`config.mk`:
```
export PLATFORM = sky130hd
export DESIGN_NAME = load_cell_adc_reader_unit
export DESIGN_NICKNAME = d
export VERILOG_FILES = /design/src/rtl/core/lcadc_pkg.sv /design/src/rtl/core/load_cell_adc_reader_unit.sv /design/src/rtl/core/lcadc_seq.sv /design/src/rtl/core/lcadc_arith.sv
export SDC_FILE = /design/constraint.sdc
export NUM_CORES = 2
export LEC_CHECK = 0
export BUFFER_PORTS_ARGS = -buffer_cell sky130_fd_sc_hd__buf_4
export CAP_MARGIN = 20
export CORE_UTILIZATION = 60
export CTS_BUF_LIST = sky130_fd_sc_hd__clkbuf_2
export DETAILED_ROUTE_END_ITERATION = 8
export GPL_ROUTABILITY_DRIVEN = 1
export PLACE_DENSITY = 0.8
export RECOVER_POWER = 100
export SETUP_SLACK_MARGIN = 0.02
export SLEW_MARGIN = 40
export SYNTH_ARGS = -nofsm -noshare
export SYNTH_HDL_FRONTEND = slang
export SYNTH_SLANG_ARGS = --single-unit
```
`constraint.sdc`:
```
create_clock -name clk -period 9.8 [get_ports clk]
set_input_delay 0.98 -clock clk [delete_from_list [all_inputs] [get_ports clk]]
set_output_delay 0.98 -clock clk [all_outputs]
set_load 0.01 [all_outputs]
```
`src/rtl/core/lcadc_pkg.sv`:
```
// shared constants, register codes and transaction structs for the load cell converter readout
// no dependencies; imported by lcadc_seq, lcadc_arith and the top level
`timescale 1ns / 1ps
`default_nettype none

package lcadc_pkg;

  localparam int SAMPLE_BITS = 24;
  localparam int BIT_CNT_W   = $clog2(SAMPLE_BITS + 1);

  localparam int GAIN_W      = 2;
  localparam int CNT_W       = 8;
  localparam int TMO_W       = 16;
  localparam int SUM_W       = 32;
  localparam int AVG_W       = 24;
  localparam int COR_W       = 32;
  localparam int SCALE_W     = 32;
  localparam int UNITS_W     = 48;
  localparam int PROD_W      = COR_W + SCALE_W;
  localparam int Q_FRAC      = 16;
  localparam int DIV_CNT_W   = $clog2(SUM_W);

  localparam int CFG_IDX_W   = 3;
  localparam int CFG_DATA_W  = 32;

  // configuration register indexes
  typedef enum logic [CFG_IDX_W-1:0] {
    REG_GAIN,
    REG_AVG_CNT,
    REG_OFFSET,
    REG_SCALE,
    REG_TIMEOUT,
    REG_PDOWN
  } cfg_reg_t;

  // per-tick outcome of the sequencer
  typedef struct packed {
    logic                    pd_sck;
    logic                    busy;
    logic                    present;
    logic                    timed_out;
    logic signed [SUM_W-1:0] sum;
    logic [CNT_W-1:0]        count;
  } tick_t;

  // finished measurement from the arithmetic unit
  typedef struct packed {
    logic signed [AVG_W-1:0]   average;
    logic signed [COR_W-1:0]   corrected;
    logic signed [UNITS_W-1:0] units;
  } meas_t;

endpackage

`default_nettype wire

```
`src/rtl/core/load_cell_adc_reader_unit.sv`:
```
// load cell converter readout, one input transaction per serial clock tick
// a tick with no finished measurement is registered to the output in the cycle after
// acceptance; a tick that completes a measurement waits for the arithmetic unit: the
// 32-step divider, then sign, offset subtract and two multiply passes
// throughput: one tick per cycle while out_ready is high and the arithmetic unit is idle
// reset: config registers to defaults, sequencer and arithmetic unit idle
`timescale 1ns / 1ps
`default_nettype none

module load_cell_adc_reader_unit (
  input  logic                                  clk,
  input  logic                                  rst_n,
  input  logic                                  in_valid,
  output logic                                  in_ready,
  input  logic                                  in_start_req,
  input  logic                                  in_dout,
  output logic                                  out_valid,
  input  logic                                  out_ready,
  output logic                                  out_pd_sck,
  output logic                                  out_done_res,
  output logic signed [lcadc_pkg::AVG_W-1:0]    out_average,
  output logic signed [lcadc_pkg::COR_W-1:0]    out_corrected,
  output logic signed [lcadc_pkg::UNITS_W-1:0]  out_units,
  output logic                                  out_timed_out,
  output logic                                  out_busy_res,
  input  logic                                  cfg_valid,
  output logic                                  cfg_ready,
  input  logic [lcadc_pkg::CFG_IDX_W-1:0]       cfg_index,
  input  logic [lcadc_pkg::CFG_DATA_W-1:0]      cfg_data
);
  import lcadc_pkg::*;

  logic [GAIN_W-1:0]         gain_r;
  logic [CNT_W-1:0]          avg_cnt_r;
  logic signed [COR_W-1:0]   offset_r;
  logic signed [SCALE_W-1:0] scale_r;
  logic [TMO_W-1:0]          timeout_r;
  logic                      pdown_r;

  logic                      out_valid_r;
  logic                      calc_r;
  logic                      pd_r, done_res_r, tmo_res_r, busy_res_r;
  logic signed [AVG_W-1:0]   average_r;
  logic signed [COR_W-1:0]   corrected_r;
  logic signed [UNITS_W-1:0] units_r;
  logic                      meta_pd_r, meta_busy_r, meta_tmo_r;

  tick_t                     tick;
  meas_t                     meas;
  logic                      tick_go;
  logic                      arith_done;

  assign cfg_ready = 1'b1;
  assign in_ready  = !calc_r && (!out_valid_r || out_ready);
  assign tick_go   = in_valid && in_ready;

  lcadc_seq u_seq (
    .clk           (clk),
    .rst_n         (rst_n),
    .tick_go       (tick_go),
    .start_req     (in_start_req),
    .dout          (in_dout),
    .gain_pulses   (gain_r),
    .average_count (avg_cnt_r),
    .timeout_ticks (timeout_r),
    .power_down    (pdown_r),
    .tick_o        (tick)
  );

  lcadc_arith u_arith (
    .clk      (clk),
    .rst_n    (rst_n),
    .start    (tick_go && tick.present),
    .sum_i    (tick.sum),
    .count_i  (tick.count),
    .offset_i (offset_r),
    .scale_i  (scale_r),
    .done_o   (arith_done),
    .res_o    (meas)
  );

  always_ff @(posedge clk) begin
    if (!rst_n) begin
      gain_r      <= GAIN_W'(1);
      avg_cnt_r   <= CNT_W'(1);
      offset_r    <= '0;
      scale_r     <= SCALE_W'(65536);
      timeout_r   <= TMO_W'(20000);
      pdown_r     <= 1'b0;
      out_valid_r <= 1'b0;
      calc_r      <= 1'b0;
    end else begin
      if (cfg_valid && cfg_ready) begin
        unique case (cfg_reg_t'(cfg_index))
          REG_GAIN:    gain_r    <= cfg_data[GAIN_W-1:0];
          REG_AVG_CNT: avg_cnt_r <= cfg_data[CNT_W-1:0];
          REG_OFFSET:  offset_r  <= $signed(cfg_data[COR_W-1:0]);
          REG_SCALE:   scale_r   <= $signed(cfg_data[SCALE_W-1:0]);
          REG_TIMEOUT: timeout_r <= cfg_data[TMO_W-1:0];
          REG_PDOWN:   pdown_r   <= cfg_data[0];
          default: ;
        endcase
      end
      if (arith_done) begin
        out_valid_r <= 1'b1;
        calc_r      <= 1'b0;
      end else if (tick_go) begin
        // a finishing tick waits for the arithmetic unit
        out_valid_r <= !tick.present;
        calc_r      <= tick.present;
      end else if (out_ready) begin
        out_valid_r <= 1'b0;
      end
    end
  end

  always_ff @(posedge clk) begin
    if (arith_done) begin
      pd_r        <= meta_pd_r;
      busy_res_r  <= meta_busy_r;
      tmo_res_r   <= meta_tmo_r;
      done_res_r  <= 1'b1;
      average_r   <= meas.average;
      corrected_r <= meas.corrected;
      units_r     <= meas.units;
    end else if (tick_go) begin
      pd_r        <= tick.pd_sck;
      busy_res_r  <= tick.busy;
      tmo_res_r   <= 1'b0;
      done_res_r  <= 1'b0;
      average_r   <= '0;
      corrected_r <= '0;
      units_r     <= '0;
      meta_pd_r   <= tick.pd_sck;
      meta_busy_r <= tick.busy;
      meta_tmo_r  <= tick.timed_out;
    end
  end

  assign out_valid     = out_valid_r;
  assign out_pd_sck    = pd_r;
  assign out_done_res  = done_res_r;
  assign out_average   = average_r;
  assign out_corrected = corrected_r;
  assign out_units     = units_r;
  assign out_timed_out = tmo_res_r;
  assign out_busy_res  = busy_res_r;

`ifndef ASSERT_OFF
  a_calc_blocks_input: assert property (@(posedge clk) disable iff (!rst_n)
    calc_r |-> !in_ready)
    else $error("input accepted while measurement arithmetic runs");

  a_done_only_in_calc: assert property (@(posedge clk) disable iff (!rst_n)
    arith_done |-> calc_r)
    else $error("arithmetic finished with no measurement pending");

  a_launch_sets_calc: assert property (@(posedge clk) disable iff (!rst_n)
    tick_go && tick.present |=> calc_r && !out_valid_r)
    else $error("finishing tick did not start the arithmetic");

  a_full_slot_blocks: assert property (@(posedge clk) disable iff (!rst_n)
    out_valid && !out_ready |-> !in_ready)
    else $error("input accepted while result slot is held");

  a_done_not_busy: assert property (@(posedge clk) disable iff (!rst_n)
    out_valid && out_done_res |-> !out_busy_res)
    else $error("finished measurement reported as busy");
`endif

endmodule

`default_nettype wire

```
`src/rtl/core/lcadc_seq.sv`:
```
// tick sequencer: ready wait, serial bit clocking, gain pulses, reading sum
// depends on lcadc_pkg
`timescale 1ns / 1ps
`default_nettype none

module lcadc_seq (
  input  logic                         clk,
  input  logic                         rst_n,
  input  logic                         tick_go,
  input  logic                         start_req,
  input  logic                         dout,
  input  logic [lcadc_pkg::GAIN_W-1:0] gain_pulses,
  input  logic [lcadc_pkg::CNT_W-1:0]  average_count,
  input  logic [lcadc_pkg::TMO_W-1:0]  timeout_ticks,
  input  logic                         power_down,
  output lcadc_pkg::tick_t             tick_o
);
  import lcadc_pkg::*;

  typedef enum logic [2:0] {
    PH_IDLE,
    PH_WAIT,
    PH_BIT_HI,
    PH_BIT_LO,
    PH_GAIN_HI,
    PH_GAIN_LO
  } phase_t;

  phase_t                  phase_r, phase_nxt;
  logic [BIT_CNT_W-1:0]    bit_cnt_r, bit_cnt_nxt;
  logic [SAMPLE_BITS-1:0]  shift_r, shift_nxt;
  logic [TMO_W-1:0]        wait_r, wait_nxt;
  logic [CNT_W-1:0]        reads_r, reads_nxt;
  logic signed [SUM_W-1:0] sum_r, sum_nxt;
  logic                    tmo_r, tmo_nxt;

  logic [TMO_W-1:0]        wait_inc;
  logic [CNT_W-1:0]        reads_inc;
  logic signed [SUM_W-1:0] sample;
  logic                    finish;
  logic                    present;
  logic                    pd;

  assign wait_inc  = wait_r + 1'b1;
  assign reads_inc = reads_r + 1'b1;
  assign sample    = {{(SUM_W - SAMPLE_BITS){shift_r[SAMPLE_BITS-1]}}, shift_r};

  always_comb begin
    phase_nxt   = phase_r;
    bit_cnt_nxt = bit_cnt_r;
    shift_nxt   = shift_r;
    wait_nxt    = wait_r;
    reads_nxt   = reads_r;
    sum_nxt     = sum_r;
    tmo_nxt     = tmo_r;
    finish      = 1'b0;
    present     = 1'b0;
    pd          = 1'b0;
    if (power_down) begin
      // clock held high, any measurement dropped
      phase_nxt = PH_IDLE;
      pd        = 1'b1;
    end else begin
      unique case (phase_r)
        PH_IDLE: begin
          if (start_req) begin
            sum_nxt   = '0;
            reads_nxt = '0;
            tmo_nxt   = 1'b0;
            wait_nxt  = '0;
            if (average_count == '0) present = 1'b1;
            else phase_nxt = PH_WAIT;
          end
        end
        PH_WAIT: begin
          if (!dout) begin
            phase_nxt   = PH_BIT_HI;
            bit_cnt_nxt = '0;
            shift_nxt   = '0;
          end else begin
            wait_nxt = wait_inc;
            // a zero timeout ends the wait at once; a wrapped count also ends it
            if (wait_inc >= timeout_ticks || wait_inc == '0) begin
              tmo_nxt     = 1'b1;
              phase_nxt   = PH_BIT_HI;
              bit_cnt_nxt = '0;
              shift_nxt   = '0;
            end
          end
        end
        PH_BIT_HI: begin
          pd          = 1'b1;
          shift_nxt   = {shift_r[SAMPLE_BITS-2:0], dout};
          bit_cnt_nxt = bit_cnt_r + 1'b1;
          phase_nxt   = PH_BIT_LO;
        end
        PH_BIT_LO: begin
          if (bit_cnt_r >= BIT_CNT_W'(SAMPLE_BITS)) begin
            bit_cnt_nxt = '0;
            if (gain_pulses == '0) finish = 1'b1;
            else phase_nxt = PH_GAIN_HI;
          end else begin
            phase_nxt = PH_BIT_HI;
          end
        end
        PH_GAIN_HI: begin
          pd          = 1'b1;
          bit_cnt_nxt = bit_cnt_r + 1'b1;
          phase_nxt   = PH_GAIN_LO;
        end
        PH_GAIN_LO: begin
          if (bit_cnt_r >= BIT_CNT_W'(gain_pulses)) finish = 1'b1;
          else phase_nxt = PH_GAIN_HI;
        end
        default: phase_nxt = PH_IDLE;
      endcase

      if (finish) begin
        sum_nxt     = sum_r + sample;
        reads_nxt   = reads_inc;
        bit_cnt_nxt = '0;
        if (reads_inc >= average_count || reads_inc == '0) begin
          present   = 1'b1;
          phase_nxt = PH_IDLE;
        end else begin
          phase_nxt = PH_WAIT;
          wait_nxt  = '0;
        end
      end
    end
  end

  always_comb begin
    tick_o.pd_sck    = pd;
    tick_o.busy      = (phase_nxt != PH_IDLE);
    tick_o.present   = present;
    tick_o.timed_out = tmo_nxt;
    tick_o.sum       = sum_nxt;
    tick_o.count     = reads_nxt;
  end

  always_ff @(posedge clk) begin
    if (!rst_n) begin
      phase_r   <= PH_IDLE;
      bit_cnt_r <= '0;
      shift_r   <= '0;
      wait_r    <= '0;
      reads_r   <= '0;
      sum_r     <= '0;
      tmo_r     <= 1'b0;
    end else if (tick_go) begin
      phase_r   <= phase_nxt;
      bit_cnt_r <= bit_cnt_nxt;
      shift_r   <= shift_nxt;
      wait_r    <= wait_nxt;
      reads_r   <= reads_nxt;
      sum_r     <= sum_nxt;
      tmo_r     <= tmo_nxt;
    end
  end

endmodule

`default_nettype wire

```
`src/rtl/core/lcadc_arith.sv`:
```
// shared iterative arithmetic: restoring divide, offset subtract with
// saturation, and a split Q16.16 multiply; depends on lcadc_pkg
`timescale 1ns / 1ps
`default_nettype none

module lcadc_arith (
  input  logic                                 clk,
  input  logic                                 rst_n,
  input  logic                                 start,
  input  logic signed [lcadc_pkg::SUM_W-1:0]   sum_i,
  input  logic [lcadc_pkg::CNT_W-1:0]          count_i,
  input  logic signed [lcadc_pkg::COR_W-1:0]   offset_i,
  input  logic signed [lcadc_pkg::SCALE_W-1:0] scale_i,
  output logic                                 done_o,
  output lcadc_pkg::meas_t                     res_o
);
  import lcadc_pkg::*;

  localparam int HALF_W = SCALE_W / 2;
  localparam int PP_W   = COR_W + HALF_W + 1;

  typedef enum logic [2:0] {
    A_IDLE,
    A_DIV,
    A_SIGN,
    A_SUB,
    A_MUL_LO,
    A_MUL_HI
  } astate_t;

  astate_t                  state_r;
  logic [DIV_CNT_W-1:0]     cnt_r;
  logic [SUM_W-1:0]         num_r, num_nxt;
  logic [CNT_W-1:0]         rem_r, rem_nxt;
  logic [CNT_W-1:0]         den_r;
  logic                     neg_r;
  logic signed [SUM_W-1:0]  avg_r;
  logic signed [COR_W-1:0]  cor_r, cor_nxt;
  logic signed [PROD_W-1:0] acc_r;
  logic                     done_r;

  logic [CNT_W:0]           rem_sh;
  logic                     ge;
  logic [SUM_W-1:0]         mag;
  logic signed [COR_W:0]    diff;
  logic signed [HALF_W:0]   mul_op;
  logic signed [PP_W-1:0]   pp;

  assign mag = sum_i[SUM_W-1] ? SUM_W'(-sum_i) : SUM_W'(sum_i);

  // one quotient bit per cycle
  assign rem_sh  = {rem_r, num_r[SUM_W-1]};
  assign ge      = (rem_sh >= {1'b0, den_r});
  assign rem_nxt = ge ? CNT_W'(rem_sh - {1'b0, den_r}) : rem_sh[CNT_W-1:0];
  assign num_nxt = {num_r[SUM_W-2:0], ge};

  assign diff    = (COR_W + 1)'(avg_r) - (COR_W + 1)'(offset_i);
  assign cor_nxt = (diff[COR_W] == diff[COR_W-1]) ? diff[COR_W-1:0]
                 : {diff[COR_W], {(COR_W - 1){~diff[COR_W]}}};

  // low half unsigned, high half signed, through one multiplier
  assign mul_op = (state_r == A_MUL_HI) ? {scale_i[SCALE_W-1], scale_i[SCALE_W-1:HALF_W]}
                                        : {1'b0, scale_i[HALF_W-1:0]};
  assign pp     = PP_W'(cor_r) * PP_W'(mul_op);

  always_ff @(posedge clk) begin
    if (!rst_n) begin
      state_r <= A_IDLE;
      done_r  <= 1'b0;
      cnt_r   <= '0;
    end else begin
      done_r <= 1'b0;
      unique case (state_r)
        A_IDLE: begin
          if (start) begin
            num_r   <= mag;
            rem_r   <= '0;
            den_r   <= count_i;
            neg_r   <= sum_i[SUM_W-1];
            cnt_r   <= DIV_CNT_W'(SUM_W - 1);
            state_r <= A_DIV;
          end
        end
        A_DIV: begin
          num_r <= num_nxt;
          rem_r <= rem_nxt;
          cnt_r <= cnt_r - 1'b1;
          if (cnt_r == '0) state_r <= A_SIGN;
        end
        A_SIGN: begin
          if (den_r == '0) avg_r <= '0;
          else if (neg_r) avg_r <= -$signed(num_r);
          else avg_r <= $signed(num_r);
          state_r <= A_SUB;
        end
        A_SUB: begin
          cor_r   <= cor_nxt;
          state_r <= A_MUL_LO;
        end
        A_MUL_LO: begin
          acc_r   <= PROD_W'(pp);
          state_r <= A_MUL_HI;
        end
        A_MUL_HI: begin
          acc_r   <= acc_r + (PROD_W'(pp) <<< HALF_W);
          done_r  <= 1'b1;
          state_r <= A_IDLE;
        end
        default: state_r <= A_IDLE;
      endcase
    end
  end

  assign done_o          = done_r;
  assign res_o.average   = avg_r[AVG_W-1:0];
  assign res_o.corrected = cor_r;
  // the shifted product always fits in the output width
  assign res_o.units     = acc_r[Q_FRAC +: UNITS_W];

endmodule

`default_nettype wire

```
[Word-level counts from Yosys, hierarchy flattened]
Index checks and enable logic that the tools add are counted.
Word-level totals
  register bits after elaboration: 479
  input bits: 42
  output and inout port bits: 111
Cells by class
  add/subtract/negate cells: 10
  $mul: 1
  magnitude comparators: 5
  eq/ne operators: 21
  mux-type cells: 81
  bitwise gates (word level): 4
  reduce and logical (&&, ||, !) cells: 44
Operator list (number)
  $mux W32: 10
  $pmux W64 S2: 1
  $mux W24: 4
  $mux W48: 2
  $add A64 B64 Y64: 1
  $mux W16: 4
  $neg A32 Y32: 2
  $pmux W32 S2: 1
  $mul A32 B17 Y49: 1
  $mux W8: 6
  $pmux W24 S2: 1
  $mux W3: 11
  $sub A32 B32 Y33: 1
  $add A32 B24 Y32: 1
  $pmux W16 S2: 1
  $mux W1: 27
  $reduce_and A2 Y1: 13
  $mux W5: 5
  $logic_not A8 Y1: 3
  $eq A3 B2 Y1 const B: 6
  $eq A3 B3 Y1 const B: 6
  $pmux W3 S6: 1
  $mux W17: 1
  $add A16 B1 Y16 const B: 1
  other kinds (35): 56

[Depth between registers and ports, before layout]
  depth in word-level cells: 11
  depth in mapped cells: 44

[Hierarchy]
Synthesis repeated with hierarchy kept, for this count alone.
Unflattened totals
  cell total of the unflattened synthesis: 4993
  area, all modules: 45539.9 µm²
By module, submodules not included
  lcadc_arith: times used 1, cells each 3463, area an instance 31082.3 µm²
  load_cell_adc_reader_unit: times used 1, cells each 592, area an instance 7312.0 µm²
  lcadc_seq: times used 1, cells each 938, area an instance 7145.6 µm²

[Worst setup path before layout]
OpenSTA, ideal clock, no wires.
  path kind: register -> register
  start point: register u_arith.state_r[2]
  end point: register u_arith.acc_r[56], data pin
  library setup time: 254 ps
  arrival: 9264 ps
  setup slack: 282 ps
  stages on the path, launching flop included: 42
  clock period less this slack: 9518 ps
  path through: dfxtp_1 > clkbuf_1 > nor2b_1 > and2_1 > clkbuf_1 > clkbuf_1 > nand2_1 > nand2_1 > clkbuf_1 > nand2_1 > fa_1 > fa_1 > inv_1 > fa_1 > fa_1 > fa_1 > inv_1 > fa_1 > [6 not listed] > o21ai_0 > nand2b_1 > a21o_1 > a21oi_1 > nor2_1 > nor3_1 > nor2_1 > ha_1 > a21o_1 > a21o_1 > a21oi_1 > nand3b_1 > nor3_1 > nor2_1 > a31o_2 > a211oi_1 > xnor2_1 > a21o_1
Between the ends
  cells in the longest elaborated chain, start to end: 5
  elaborated cells between the ends (all ways): 6
  classes of those cells: add/sub: 1; mul: 1; eq/ne: 2; mux: 2
RTL lines
  from (decl): line lcadc_arith.sv:31  | astate_t state_r;
  from (signal assigned): line lcadc_arith.sv:68  | state_r <= A_IDLE;
  from (signal assigned): line lcadc_arith.sv:81  | state_r <= A_DIV;
  from (signal assigned): line lcadc_arith.sv:88  | if (cnt_r == '0) state_r <= A_SIGN;
  $eq A3 B3 Y1: line lcadc_arith.sv:62, lcadc_arith.sv:73
  $mux W17: line lcadc_arith.sv:62  | assign mul_op = (state_r == A_MUL_HI) ? {scale_i[SCALE_W-1], scale_i[SCALE_W-1:HALF_W]}
  $mul A32 B17 Y49: line lcadc_arith.sv:64  | assign pp = PP_W'(cor_r) * PP_W'(mul_op);
  $add A64 B64 Y64: line lcadc_arith.sv:105  | acc_r <= acc_r + (PROD_W'(pp) <<< HALF_W);
  $pmux W64 S2 *: line lcadc_arith.sv:73  | unique case (state_r)
  to (signal assigned): line lcadc_arith.sv:101  | acc_r <= PROD_W'(pp);
  to (signal assigned): line lcadc_arith.sv:105
  to (decl): line lcadc_arith.sv:39  | logic signed [PROD_W-1:0] acc_r;
Mark *: on every way between the ends. The rest lies on a longest branch, timed or not.
A chain may end at the register's enable or synchronous reset.

[Worst setup path in the final report]
  start point: register u_arith.state_r[2]
  end point: register u_arith.acc_r[61], data pin
Same word-level chain as after synthesis.

==> metrics.txt <==
CTS Buf Count 116; final core occ 0.659; fmax 107 MHz; Worst Setup SP u_arith.state_r[2]; delay of the slowest critical-path stage 0.58 ns; Distinct cells, synth 94; routability cong. 1.02; CTS sink cnt 463; synthesis warning total 0; critical path required time 10.70 ns; Area after DPL 48,200 sq um; Die W 278 microns; Post-synth top cells nand2_1 (762), inv_1 (708), fa_1 (525); slew at the pin closest to its max-slew limit 3.86 ns; ys async rst share 0; initial antenna violation count 7; Setup crit end kind flop; layout cell share with drive strength beyond 1 0.0793; area share of the leading cell type in the synthesized netlist 0.229; Leak 22.0 nW; Cell Area, Synth 45,800 sq um; total power draw 5.07 mW; maxcap violations 10; total wire length 126 mm; Startpoint Class flop; crit-path most repeated cell fa_1; IO Port Bufs 151; largest net degree at the start of global routing 85; status finished with violations; CTS tree yes; Overall Global Routing Usage 0.331; Fill cells 6,174; Critical R2R Launch u_arith.state_r[2]; Post-Route Skew 0.243 ns; Worst path slowest cell fa_1; Critical Path AT 10.24 ns; Setup violations, final 0; Hold Path Class input pin to flop; First-pass DRT Iterations 6; global-route wire length before repair 200 mm; top-count cell post-synth nand2_1; Max Transition Viols Final 542; Mapped Avg Cell Area 8.98 sq um; Avg WL per Cell 19.9 microns; Die Footprint 77,400 sq um; Power Dens Cells 103 nW/um^2; TNS Setup 0 ns; antenna viol nets, final 0; WHS 0.123 ns; R2R setup slack 0.46 ns; fin crit share 0.953; RSZ-0062 raised after global routing true; residual DRC count 0; Yosys reg bits 463; clk_lat worst skew 1.36 ns; Worst Setup Path Type flop to flop; post-synth top area cell fa_1; Hold Vio Cnt, Final 0; Overflow after GRT 0; Initial Util 0.611; num rows 100; EDFF count, synth 271; R2R Path End u_arith.acc_r[61]; Top FF cell, synth edfxtp_1; post-DP HPWL 96.6 mm; worst reg-to-reg path cell count 35; drt first-iter violations 2,742; I/O pins 153; final net count 6,104; fin area 49,400 sq um; routed via count 36,784; peak supply drop 0.0000784 V; core footprint 74,900 sq um; CP endpoint u_arith.acc_r[61]; Synthesized Nets 5,936; vias in the first global route 37,730; vias per std cell 5.81; Max H-tree Level 3; Syn Inst Count 5,099; Clock Tree Root clkbuf_2; minimum clock period 9.34 ns; clk slew on worst S/H paths 0.13 ns; slew margin rel. -1.58; Layout area overhead 7.85%; Synth area leaders fa_1 (23%), edfxtp_1 (18%), dfxtp_1 (8.4%); failing checks capacitance limit, slew limit; crit-path max FO 32; die height 278 microns; sequential area share after synthesis 0.262; CTS Buffer Depth 3
==> timing repair <==
action | in CTS | in global routing
pin swaps | 0 | 2
endpoints found under the setup margin | 2 | 17
endpoints found under the hold margin | 62 | 0
hold buffers | 33 | 0
resized for setup | 2 | 30
gates cloned | 0 | 0
setup buffers | 0 | 4
==> registers in the layout (all words and copies together), names as in the netlist, 5 cells and up <==
signal / count
out_corrected: 32
u_seq.wait_r: 16
u_arith.cor_r: 32
offset_r: 32
u_arith.den_r: 8
avg_cnt_r: 8
scale_r: 32
u_arith.rem_r: 8
u_arith.num_r: 32
u_seq.reads_r: 8
u_arith.acc_r: 48
out_units: 48
out_average: 24
u_arith.cnt_r: 5
u_seq.shift_r: 24
u_seq.bit_cnt_r: 5
u_arith.avg_r: 32
timeout_r: 16
u_seq.sum_r: 32
==> power by group <==
group	leakage, nW	total, mW	switching [mW]	internal [mW]
Sequential	4.13	2.25	0.0660	2.18
Combinational	17.0	1.42	0.883	0.540
Clock	0.837	1.40	0.884	0.519
==> cell families after synthesis <==
kind of cell	count (synthesis)	share of synthesized area
mux	15	0.00339
flops	463	0.262
fa+ha+maj	807	0.306
xor+xnor	218	0.0417
other cells	1	0.0000819
compound gates	936	0.131
simple gates	1705	0.177
buf+inv	954	0.0791
==> worst max-delay path, delay by kind of cell, from the launching register on <==
kind                     cells  cell delay (ns)
AO/OA/AOI/OAI               13             2.70
XOR/XNOR                     2             0.38
adder cells (fa/ha/maj)      8             3.80
buffers and inverters        4             0.40
flip-flops                   1             0.35
AND/OR/NAND/NOR              8             1.43
==> metrics by stage <==
step           worst slack [ns]  std cells
2_1_floorplan             0.282       5099
4_1_cts                  0.0305       6320
3_3_place_gp              0.185       6075
3_5_place_dp            0.00935       6076
6_report                  0.462       6333
5_1_grt                 -0.0735       6332
==> layout by cell type, fill, tap and decap left out, drive strengths merged, types with 18 or more instances in the layout <==
cell type and instances:
a211oi 58, a21o 108, a21oi 291, a22oi 36
a31oi 20, and2 281, and3 31, buf 143
clkbuf 289, clkinv 37, dfxtp 192, dlygate4sd3 33
edfxtp 271, fa 525, ha 270, inv 711
nand2 762, nand2b 33, nand3 61, nand4 33
nor2 262, nor2b 95, nor3 52, o211ai 21
o21a 27, o21ai 209, o21bai 18, o31ai 34
or2 21, xnor2 115, xor2 103
==> how the worst min path moves through the flow <==
stage                       startpoint           end  slack [ns]  cells past startpoint
after floorplan                 calc_r        calc_r        0.43                      2
after global placement    out_done_res  out_done_res        0.44                      1
after detailed placement  out_done_res  out_done_res        0.44                      1
after CTS                  cfg_data[4]   offset_r[4]       0.002                      3
after global routing       cfg_data[4]   offset_r[4]        0.04                      3
final                     cfg_data[14]  offset_r[14]        0.12                      3
==> metal layers <==
| layer | global-route usage | vias up | part of all wire |
|---|---|---|---|
| li1 | - | 17083 | - |
| met1 | 0.386 | 17722 | 0.36 |
| met2 | 0.567 | 1526 | 0.49 |
| met3 | 0.0654 | 449 | 0.078 |
| met4 | 0.195 | 4 | 0.068 |
| met5 | 0 | - | 0.00021 |
==> area by class of cell <==
class,instances,area (sq um),area share
Antenna cell,4,10.0,0.000203
Clock buffer,169,846,0.0171
Clock inverter,42,263,0.00532
Inverter,708,2660,0.0538
Multi-Input combinational cell,3682,30400,0.616
Sequential cell,463,12000,0.243
Tap cell,969,1210,0.0245
Timing Repair Buffer,296,2020,0.0409
Note: power is estimated with default switching activity, not from simulation.
